<file path="src/design/flvmd_pkg.sv">
// shared types and constants for the flv metadata duration patcher
package flvmd_pkg;

    localparam int unsigned MsWidth  = 40;
    localparam int unsigned DblWidth = 64;

    typedef enum logic [11:0] {
        PH_PREFIX  = 12'b0000_0000_0001,
        PH_ARRTYPE = 12'b0000_0000_0010,
        PH_COUNT   = 12'b0000_0000_0100,
        PH_KLEN_HI = 12'b0000_0000_1000,
        PH_KLEN_LO = 12'b0000_0001_0000,
        PH_KEY     = 12'b0000_0010_0000,
        PH_VTYPE   = 12'b0000_0100_0000,
        PH_SLEN_HI = 12'b0000_1000_0000,
        PH_SLEN_LO = 12'b0001_0000_0000,
        PH_SKIP    = 12'b0010_0000_0000,
        PH_REWRITE = 12'b0100_0000_0000,
        PH_STOP    = 12'b1000_0000_0000
    } t_phase;

    localparam logic [7:0] AmfNumber = 8'h00;
    localparam logic [7:0] AmfBool   = 8'h01;
    localparam logic [7:0] AmfString = 8'h02;
    localparam logic [7:0] AmfEcma   = 8'h08;

    typedef struct packed {
        logic       busy;
        logic       done;
    } t_conv_status;

    function automatic logic [7:0] hdr_byte(input logic [3:0] idx);
        logic [7:0] v;
        begin
            unique case (idx)
                4'd0:  v = 8'h02;
                4'd1:  v = 8'h00;
                4'd2:  v = 8'h0a;
                4'd3:  v = 8'h6f;
                4'd4:  v = 8'h6e;
                4'd5:  v = 8'h4d;
                4'd6:  v = 8'h65;
                4'd7:  v = 8'h74;
                4'd8:  v = 8'h61;
                4'd9:  v = 8'h44;
                4'd10: v = 8'h61;
                4'd11: v = 8'h74;
                4'd12: v = 8'h61;
                default: v = 8'h00;
            endcase
            return v;
        end
    endfunction

    function automatic logic [7:0] key_byte(input logic [2:0] idx);
        logic [7:0] v;
        begin
            unique case (idx)
                3'd0: v = 8'h64;
                3'd1: v = 8'h75;
                3'd2: v = 8'h72;
                3'd3: v = 8'h61;
                3'd4: v = 8'h74;
                3'd5: v = 8'h69;
                3'd6: v = 8'h6f;
                3'd7: v = 8'h6e;
                default: v = 8'h00;
            endcase
            return v;
        end
    endfunction

endpackage

</file>
<file path="src/design/flvmd_conv.sv">
// conversion of milliseconds to seconds as binary64 by reciprocal multiplication
module flvmd_conv
    import flvmd_pkg::*;
(
    input  logic                i_clk,
    input  logic                i_rst_n,
    input  logic                i_start,
    input  logic [MsWidth-1:0]  i_ms,
    output logic [DblWidth-1:0] o_double,
    output t_conv_status        o_status
);

    // ms/1000 = (m * 2^22 / 125) * 2^-(25+lz) with m the normalized ms value
    // quotient by 125 from m * floor(2^64/125) >> 42, off by at most one,
    // then fixed up from the low remainder bits
    localparam logic [57:0] Recip = 58'(64'hFFFF_FFFF_FFFF_FFFF / 64'd125);

    typedef enum logic [4:0] {
        CV_IDLE  = 5'b00001,
        CV_NORM  = 5'b00010,
        CV_MUL   = 5'b00100,
        CV_FIX   = 5'b01000,
        CV_PACK  = 5'b10000
    } t_cv;

    t_cv                 r_st, n_st;
    logic [MsWidth-1:0]  r_ms, n_ms;
    logic [MsWidth-1:0]  r_m, n_m;
    logic [5:0]          r_lz, n_lz;
    logic [97:0]         r_acc, n_acc;
    logic [1:0]          r_step, n_step;
    logic [55:0]         r_q, n_q;
    logic                r_stk, n_stk;
    logic [DblWidth-1:0] r_dbl, n_dbl;

    logic [5:0]  w_lz;
    logic [19:0] w_ma;
    logic [28:0] w_ra;
    logic [6:0]  w_sh;
    logic [48:0] w_pp;
    logic [55:0] w_qa;
    logic [7:0]  w_r8;
    logic [7:0]  w_rem;
    logic        w_top;
    logic [52:0] w_mant;
    logic        w_g, w_s, w_up;
    logic [53:0] w_mr;
    logic [10:0] w_e;
    logic [10:0] w_exp;

    always_comb begin
        // leading zeros of the latched ms value
        w_lz = '0;
        for (int i = 0; i < MsWidth; i++) begin
            if (r_ms[i]) begin
                w_lz = 6'(MsWidth - 1 - i);
            end
        end
        // one 20x29 partial product per cycle
        unique case (r_step)
            2'd0: begin
                w_ma = r_m[19:0];
                w_ra = Recip[28:0];
                w_sh = 7'd0;
            end
            2'd1: begin
                w_ma = r_m[19:0];
                w_ra = Recip[57:29];
                w_sh = 7'd29;
            end
            2'd2: begin
                w_ma = r_m[39:20];
                w_ra = Recip[28:0];
                w_sh = 7'd20;
            end
            2'd3: begin
                w_ma = r_m[39:20];
                w_ra = Recip[57:29];
                w_sh = 7'd49;
            end
        endcase
        w_pp  = 49'(w_ma) * 49'(w_ra);
        w_qa  = r_acc[97:42];
        // true remainder is below 250, so its low byte is enough
        w_r8  = 8'(8'd0 - w_qa[7:0] * 8'd125);
        w_rem = (w_r8 >= 8'd125) ? w_r8 - 8'd125 : w_r8;
        // quotient has its top bit at 55 or 54
        w_top  = r_q[55];
        w_mant = w_top ? r_q[55:3] : r_q[54:2];
        w_g    = w_top ? r_q[2] : r_q[1];
        w_s    = (w_top ? (r_q[1] | r_q[0]) : r_q[0]) | r_stk;
        w_up   = w_g & (w_s | w_mant[0]);
        w_mr   = {1'b0, w_mant} + {53'd0, w_up};
        w_e    = (w_top ? 11'd1053 : 11'd1052) - {5'd0, r_lz};
        w_exp  = w_mr[53] ? w_e + 11'd1 : w_e;
    end

    always_comb begin
        n_st   = r_st;
        n_ms   = r_ms;
        n_m    = r_m;
        n_lz   = r_lz;
        n_acc  = r_acc;
        n_step = r_step;
        n_q    = r_q;
        n_stk  = r_stk;
        n_dbl  = r_dbl;
        unique case (r_st)
            CV_IDLE: begin
            end
            CV_NORM: begin
                n_m    = r_ms << w_lz;
                n_lz   = w_lz;
                n_acc  = '0;
                n_step = '0;
                n_st   = CV_MUL;
            end
            CV_MUL: begin
                n_acc  = r_acc + ({49'd0, w_pp} << w_sh);
                n_step = r_step + 2'd1;
                if (r_step == 2'd3) begin
                    n_st = CV_FIX;
                end
            end
            CV_FIX: begin
                n_q   = (w_r8 >= 8'd125) ? w_qa + 56'd1 : w_qa;
                n_stk = (w_rem != 8'd0);
                n_st  = CV_PACK;
            end
            CV_PACK: begin
                n_dbl = {1'b0, w_exp, w_mr[53] ? w_mr[52:1] : w_mr[51:0]};
                n_st  = CV_IDLE;
            end
            default: n_st = CV_IDLE;
        endcase
        if (i_start) begin
            n_ms = i_ms;
            if (i_ms == '0) begin
                n_dbl = '0;
                n_st  = CV_IDLE;
            end else begin
                n_st = CV_NORM;
            end
        end
    end

    always_ff @(posedge i_clk) begin
        if (!i_rst_n) begin
            r_st  <= CV_IDLE;
            r_dbl <= '0;
        end else begin
            r_st  <= n_st;
            r_dbl <= n_dbl;
        end
        r_ms   <= n_ms;
        r_m    <= n_m;
        r_lz   <= n_lz;
        r_acc  <= n_acc;
        r_step <= n_step;
        r_q    <= n_q;
        r_stk  <= n_stk;
    end

    assign o_double        = r_dbl;
    assign o_status.busy   = (r_st != CV_IDLE);
    assign o_status.done   = (r_st == CV_PACK);

endmodule

</file>
<file path="src/design/flvmd_parse.sv">
// amf0 parser and byte rewrite stage
module flvmd_parse
    import flvmd_pkg::*;
(
    input  logic                i_clk,
    input  logic                i_rst_n,
    input  logic                i_take,
    input  logic [7:0]          i_byte,
    input  logic                i_last,
    input  logic [DblWidth-1:0] i_double,
    output logic [7:0]          o_byte,
    output logic                o_rw
);

    t_phase      r_ph, n_ph;
    logic [15:0] r_cnt, n_cnt;
    logic [15:0] r_klen, n_klen;
    logic        r_km, n_km;
    logic [15:0] r_skip, n_skip;
    logic [15:0] w_inc;
    logic [15:0] w_len;

    always_comb begin
        n_ph   = r_ph;
        n_cnt  = r_cnt;
        n_klen = r_klen;
        n_km   = r_km;
        n_skip = r_skip;
        o_byte = i_byte;
        o_rw   = 1'b0;
        w_inc  = r_cnt + 16'd1;
        w_len  = {r_klen[15:8], i_byte};
        unique case (r_ph)
            PH_PREFIX: begin
                if (r_cnt >= 16'd13 || i_byte != hdr_byte(r_cnt[3:0])) begin
                    n_ph = PH_STOP;
                end else if (w_inc == 16'd13) begin
                    n_cnt = '0;
                    n_ph  = PH_ARRTYPE;
                end else begin
                    n_cnt = w_inc;
                end
            end
            PH_ARRTYPE: begin
                n_cnt = '0;
                n_ph  = (i_byte == AmfEcma) ? PH_COUNT : PH_STOP;
            end
            PH_COUNT: begin
                n_cnt = w_inc;
                if (w_inc >= 16'd4) begin
                    n_ph = PH_KLEN_HI;
                end
            end
            PH_KLEN_HI: begin
                n_klen = {i_byte, 8'd0};
                n_ph   = PH_KLEN_LO;
            end
            PH_KLEN_LO: begin
                n_klen = w_len;
                n_km   = (w_len == 16'd8);
                n_cnt  = '0;
                n_ph   = (w_len != '0) ? PH_KEY : PH_VTYPE;
            end
            PH_KEY: begin
                if (r_cnt < 16'd8 && i_byte != key_byte(r_cnt[2:0])) begin
                    n_km = 1'b0;
                end
                n_cnt = w_inc;
                if (w_inc == r_klen) begin
                    n_ph = PH_VTYPE;
                end
            end
            PH_VTYPE: begin
                priority if (i_byte == AmfNumber) begin
                    if (r_km) begin
                        n_cnt = '0;
                        n_ph  = PH_REWRITE;
                    end else begin
                        n_skip = 16'd8;
                        n_ph   = PH_SKIP;
                    end
                end else if (i_byte == AmfBool) begin
                    n_skip = 16'd1;
                    n_ph   = PH_SKIP;
                end else if (i_byte == AmfString) begin
                    n_ph = PH_SLEN_HI;
                end else begin
                    n_ph = PH_STOP;
                end
            end
            PH_SLEN_HI: begin
                n_skip = {i_byte, 8'd0};
                n_ph   = PH_SLEN_LO;
            end
            PH_SLEN_LO: begin
                n_skip = {r_skip[15:8], i_byte};
                n_ph   = ({r_skip[15:8], i_byte} != '0) ? PH_SKIP : PH_KLEN_HI;
            end
            PH_SKIP: begin
                n_skip = (r_skip != '0) ? r_skip - 16'd1 : r_skip;
                if (r_skip <= 16'd1) begin
                    n_ph = PH_KLEN_HI;
                end
            end
            PH_REWRITE: begin
                o_byte = 8'(i_double >> (6'd56 - {r_cnt[2:0], 3'd0}));
                o_rw   = 1'b1;
                n_cnt  = w_inc;
                if (w_inc >= 16'd8) begin
                    n_ph = PH_STOP;
                end
            end
            PH_STOP: n_ph = PH_STOP;
            default: n_ph = PH_STOP;
        endcase
        if (i_last) begin
            n_ph   = PH_PREFIX;
            n_cnt  = '0;
            n_klen = '0;
            n_km   = 1'b0;
            n_skip = '0;
        end
    end

    always_ff @(posedge i_clk) begin
        if (!i_rst_n) begin
            r_ph   <= PH_PREFIX;
            r_cnt  <= '0;
            r_klen <= '0;
            r_km   <= 1'b0;
            r_skip <= '0;
        end else if (i_take) begin
            r_ph   <= n_ph;
            r_cnt  <= n_cnt;
            r_klen <= n_klen;
            r_km   <= n_km;
            r_skip <= n_skip;
        end
    end

endmodule

</file>
<file path="src/design/flv_metadata_duration_patcher.sv">
// top level of the flv metadata duration patcher
// Passes the payload bytes of one FLV script-data tag, one transaction per
// cycle, and replaces the eight bytes of the onMetaData "duration" number
// with duration_ms / 1000 as a big-endian binary64. Each input transaction
// gives exactly one output transaction; an output register plus one skid
// entry lets input flow while the output is stalled, and apart from the
// conversion the input stalls only once the skid entry is full. After a
// nonzero write of duration_ms the seconds value is computed by a
// reciprocal multiplier, during which the input is stalled; a write of
// zero takes effect at once.
module flv_metadata_duration_patcher
    import flvmd_pkg::*;
(
    input  logic               i_clk,
    input  logic               i_rst_n,
    input  logic               i_cfg_we,
    input  logic [MsWidth-1:0] i_cfg_wdata,
    input  logic               i_valid,
    output logic               o_stall,
    input  logic [7:0]         i_data_byte,
    input  logic               i_last_byte,
    output logic               o_valid,
    input  logic               i_stall,
    output logic [7:0]         o_out_byte,
    output logic               o_out_last,
    output logic               o_rewritten
);

    logic [DblWidth-1:0] w_double;
    t_conv_status        w_cst;
    logic                w_take;
    logic [7:0]          w_byte;
    logic                w_rw;

    // output register plus skid entry
    logic       r_ov, r_sv;
    logic [9:0] r_od, r_sd;

    flvmd_conv u_conv (
        .i_clk    (i_clk),
        .i_rst_n  (i_rst_n),
        .i_start  (i_cfg_we),
        .i_ms     (i_cfg_wdata),
        .o_double (w_double),
        .o_status (w_cst)
    );

    // hold input while the seconds value is being computed or the skid entry is full
    assign o_stall = r_sv | w_cst.busy;
    assign w_take  = i_valid && !o_stall;

    flvmd_parse u_parse (
        .i_clk    (i_clk),
        .i_rst_n  (i_rst_n),
        .i_take   (w_take),
        .i_byte   (i_data_byte),
        .i_last   (i_last_byte),
        .i_double (w_double),
        .o_byte   (w_byte),
        .o_rw     (w_rw)
    );

    always_ff @(posedge i_clk) begin
        if (!i_rst_n) begin
            r_ov <= 1'b0;
            r_sv <= 1'b0;
        end else begin
            if (!r_ov || !i_stall) begin
                if (r_sv) begin
                    r_ov <= 1'b1;
                    r_sv <= 1'b0;
                end else begin
                    r_ov <= w_take;
                end
            end else if (w_take) begin
                r_sv <= 1'b1;
            end
        end
        if (!r_ov || !i_stall) begin
            r_od <= r_sv ? r_sd : {w_byte, i_last_byte, w_rw};
        end
        if (w_take && r_ov && i_stall) begin
            r_sd <= {w_byte, i_last_byte, w_rw};
        end
    end

    assign o_valid     = r_ov;
    assign o_out_byte  = r_od[9:2];
    assign o_out_last  = r_od[1];
    assign o_rewritten = r_od[0];

`ifndef SYNTHESIS
    // skid entry only fills behind a held output
    a_skid_needs_out: assert property (@(posedge i_clk) disable iff (!i_rst_n)
        r_sv |-> r_ov) else $error("skid full with empty output");
    // the output is valid in the cycle after a byte is accepted
    a_take_shows: assert property (@(posedge i_clk) disable iff (!i_rst_n)
        w_take |=> r_ov) else $error("accepted byte lost");
    // converter done only while busy
    a_conv: assert property (@(posedge i_clk) disable iff (!i_rst_n)
        w_cst.done |-> w_cst.busy) else $error("converter status broken");
`endif

endmodule

</file>
<file path="config.mk">
export PLATFORM = sky130hd
export DESIGN_NAME = flv_metadata_duration_patcher
export DESIGN_NICKNAME = d
export VERILOG_FILES = /design/src/design/flvmd_pkg.sv /design/src/design/flvmd_conv.sv /design/src/design/flvmd_parse.sv /design/src/design/flv_metadata_duration_patcher.sv
export SDC_FILE = /design/constraint.sdc
export NUM_CORES = 2
export LEC_CHECK = 0
export BUFFER_PORTS_ARGS = -buffer_cell sky130_fd_sc_hd__buf_2
export CAP_MARGIN = 20
export CORE_UTILIZATION = 25
export DETAILED_ROUTE_END_ITERATION = 7
export HOLD_SLACK_MARGIN = 0.03
export SLEW_MARGIN = 0
export SYNTH_ARGS = -nofsm -noshare
export SYNTH_HDL_FRONTEND = slang
export SYNTH_SLANG_ARGS = --single-unit
</file>
<file path="constraint.sdc">
create_clock -name i_clk -period 12.6 [get_ports i_clk]
set_clock_uncertainty 0.15 [all_clocks]
set_input_delay 1.26 -clock i_clk [delete_from_list [all_inputs] [get_ports i_clk]]
set_output_delay 1.26 -clock i_clk [all_outputs]
set_load 0.01 [all_outputs]
</file>
==> results.toml <==
[outcome]
status = "complete, no violations"

[yosys]
syn_area_sq_um = 48400
ys_async_sr_fraction_pct = 0
ys_types = 121
ys_warn_count = 0
synth_edf_count = 262
synth_most_common_cell = "inv_1"
synthCells = 5499
synth.area.top_cells = "edfxtp_1 (16%), fa_1 (15%), ha_1 (9.0%), dfxtp_1 (6.0%), inv_1 (4.7%)"
yosysSeqAreaShare_pct = 22.2
ys_ff_latch = 406
synth_top_area_share_pct = 16.3
synth_top_flop_cell = "edfxtp_1"
synth_top_area_cell = "edfxtp_1"
syn_area_per_cell_sq_um = 8.80
yosys-top-cells-count = "inv_1 (611), nand2_1 (420), nor2_1 (416)"

[worst_setup_path]
crit_buf_inv = 13
startpoint = "u_conv.r_step[0]$_SDFFCE_PP0P_"
slowest_delay_ns = 0.62
worstPathRequired_ns = 12.84
critPathMaxFanout = 8
critPathCaptureType = "register"
critPathTopFamily = "adder cells"
setup.worst_path.class = "register to register"
slowest_stage = "fa_2"
reg2reg_from = "u_conv.r_step[0]$_SDFFCE_PP0P_"
start_kind = "register"
cp.arrival_ns = 12.52

[grt]
met3_usage_pct = 1.57
grt_pass1_vias = 41290
grt-ovfl-total = 0
gr-max-usage-layer = "met2"
antenna_found_initial = 0
grt_usage_pct = 15.9
grt_pass1_wl_um = 247000
grt_max_degree = 72
met2_usage_pct = 26.2
grtUsageMet1_pct = 21.9

[route]
drt_wl_total_um = 160000
drc = 0
first_iter_violations = 3422
via_per_inst = 5.07
wl_per_cell_um = 19.3
ant_nets = 0
dr.pass1.iters = 7
num_vias = 41955

[clock_network]
clock_sinks = 406
clkLatencyLatePin_ns = 0.67
cts_inserted_buffers = 51
ctsHoldBuffers = 0
clock_path_buffers = 3
clk_pin_slew_ns = 0.06
h-tree-depth = 2
root_buffer = "clkbuf_16"
cts_tree = "done"

[worst_hold_path]
hold_path_class = "register to register"
hold_path_startpoint = "u_conv.o_double[6]$_SDFF_PN0_"

[sta]
max_freq_ghz = 0.0815
drv_slew = 0
worst_slew_pin_slew_ns = 1.08
setup_viol = 0
fin_crit_sh_pct = 97.4
min_period_ns = 12.28
slew_headroom_pct = 28.2
hold_viol = 0
hold_slack_ns = 0.301

[floorplanning]
start_util_pct = 25.2
rows = 161
die_x_um = 442
io_pins = 66
die_area_sq_um = 195000
die_h_um = 442
core_area_sq_um = 192000

[placed_design]
port_buffers = 65
dp_hpwl_um = 128000
place_congestion = 0.968

[cells_and_area]
nets = 6472
fin_util_pct = 28.9
drive_gt1_share_pct = 13.4
syn_to_final_growth_pct = 14.9

[flow_run]
maxCapViolCount = 0
## logic make-up (layout without fill, tap and decap cells)
group / count (synthesis) / count (layout) / share of synthesized area [%]
compound gates: 1264 / 1264 / 17.5
xor+xnor: 328 / 328 / 5.94
fa+ha+maj: 704 / 704 / 23.7
buf+inv: 893 / 1121 / 7.28
flops: 406 / 406 / 22.2
mux: 267 / 267 / 6.74
other cells: 2 / 31 / 0.0155
simple gates: 1635 / 1635 / 16.6
## layer usage
metal  vias to the layer above  part of all wire [%]
met4                         0                   3.0
met1                     20552                    45
met5                         -                     0
met2                      1310                    47
li1                      19874                     -
met3                       219                   4.7
## per-stage QoR
step / cell area (sq um) / worst slack, ns / cells / TNS, ns
floorplan: 48500 / 0.0834 / 5527 / 0
global placement: 53300 / -0.0252 / 8161 / -0.0425
detailed placement: 53300 / -0.0747 / 8162 / -0.243
CTS: 55000 / 0.0556 / 8256 / 0
global route: 55600 / -0.0351 / 8281 / -0.132
finish: 55600 / 0.323 / 8282 / 0
## timing repair
| item | in CTS | in global routing |
|---|---|---|
| gates cloned | 0 | 2 |
| pin swaps | 0 | 17 |
| buffers inserted | 0 | 21 |
| endpoints found under the setup margin | 7 | 44 |
| gates resized for setup | 3 | 100 |
## path summary, 6_finish.rpt
| path | slack [ns] | cells past startpoint | to |
|---|---|---|---|
| hold / removal | 0.30 | 2 | u_conv.o_double[6]$_SDFF_PN0_ |
| setup reg to reg | 0.32 | 45 | u_conv.r_acc[88]$_SDFFCE_PP0P_ |
| setup / recovery | 0.32 | 45 | u_conv.r_acc[88]$_SDFFCE_PP0P_ |
| hold reg to reg | 0.30 | 2 | u_conv.o_double[6]$_SDFF_PN0_ |
## tightest hold or removal path, stage by stage (launching register included)
cell	delay [ns]
dfxtp_1	0.31
nand2_1	0.05
a21oi_1	0.05
## cells in the final DEF, fill, tap and decap left out, types with 168 or more instances in the layout
cell type    n
a21oi_1    335
buf_4      334
nand2_1    415
edfxtp_1   262
ha_1       343
xnor2_1    205
o21ai_0    238
nor2_1     404
inv_1      602
mux2i_1    168
fa_1       348
## sequential cells by signal, indices dropped and copies added, names as in the netlist, 12 cells and up, named ones only
| name | cells |
|---|---|
| u_parse.r_skip | 16 |
| u_conv.r_m | 40 |
| u_conv.r_q | 56 |
| u_parse.r_cnt | 16 |
| u_conv.o_double | 64 |
| u_conv.r_acc | 97 |
| u_parse.r_klen | 16 |
| u_conv.r_ms | 40 |
| u_parse.r_ph | 12 |
## area by class of cell
cell class | instances | area [sq um]
clock inverters | 31 | 349
diodes | 1 | 2.50
multi-input cells | 4228 | 34700
clock buffers | 63 | 1330
inverters | 619 | 2330
fillers | 20241 | 137000
well taps | 2526 | 3160
flip-flops and latches | 406 | 10800
repair buffers | 408 | 2980
Power is left out: the tool's default activity adds up to more than one toggle a clock period on the data nets, which glitch-free logic cannot reach.
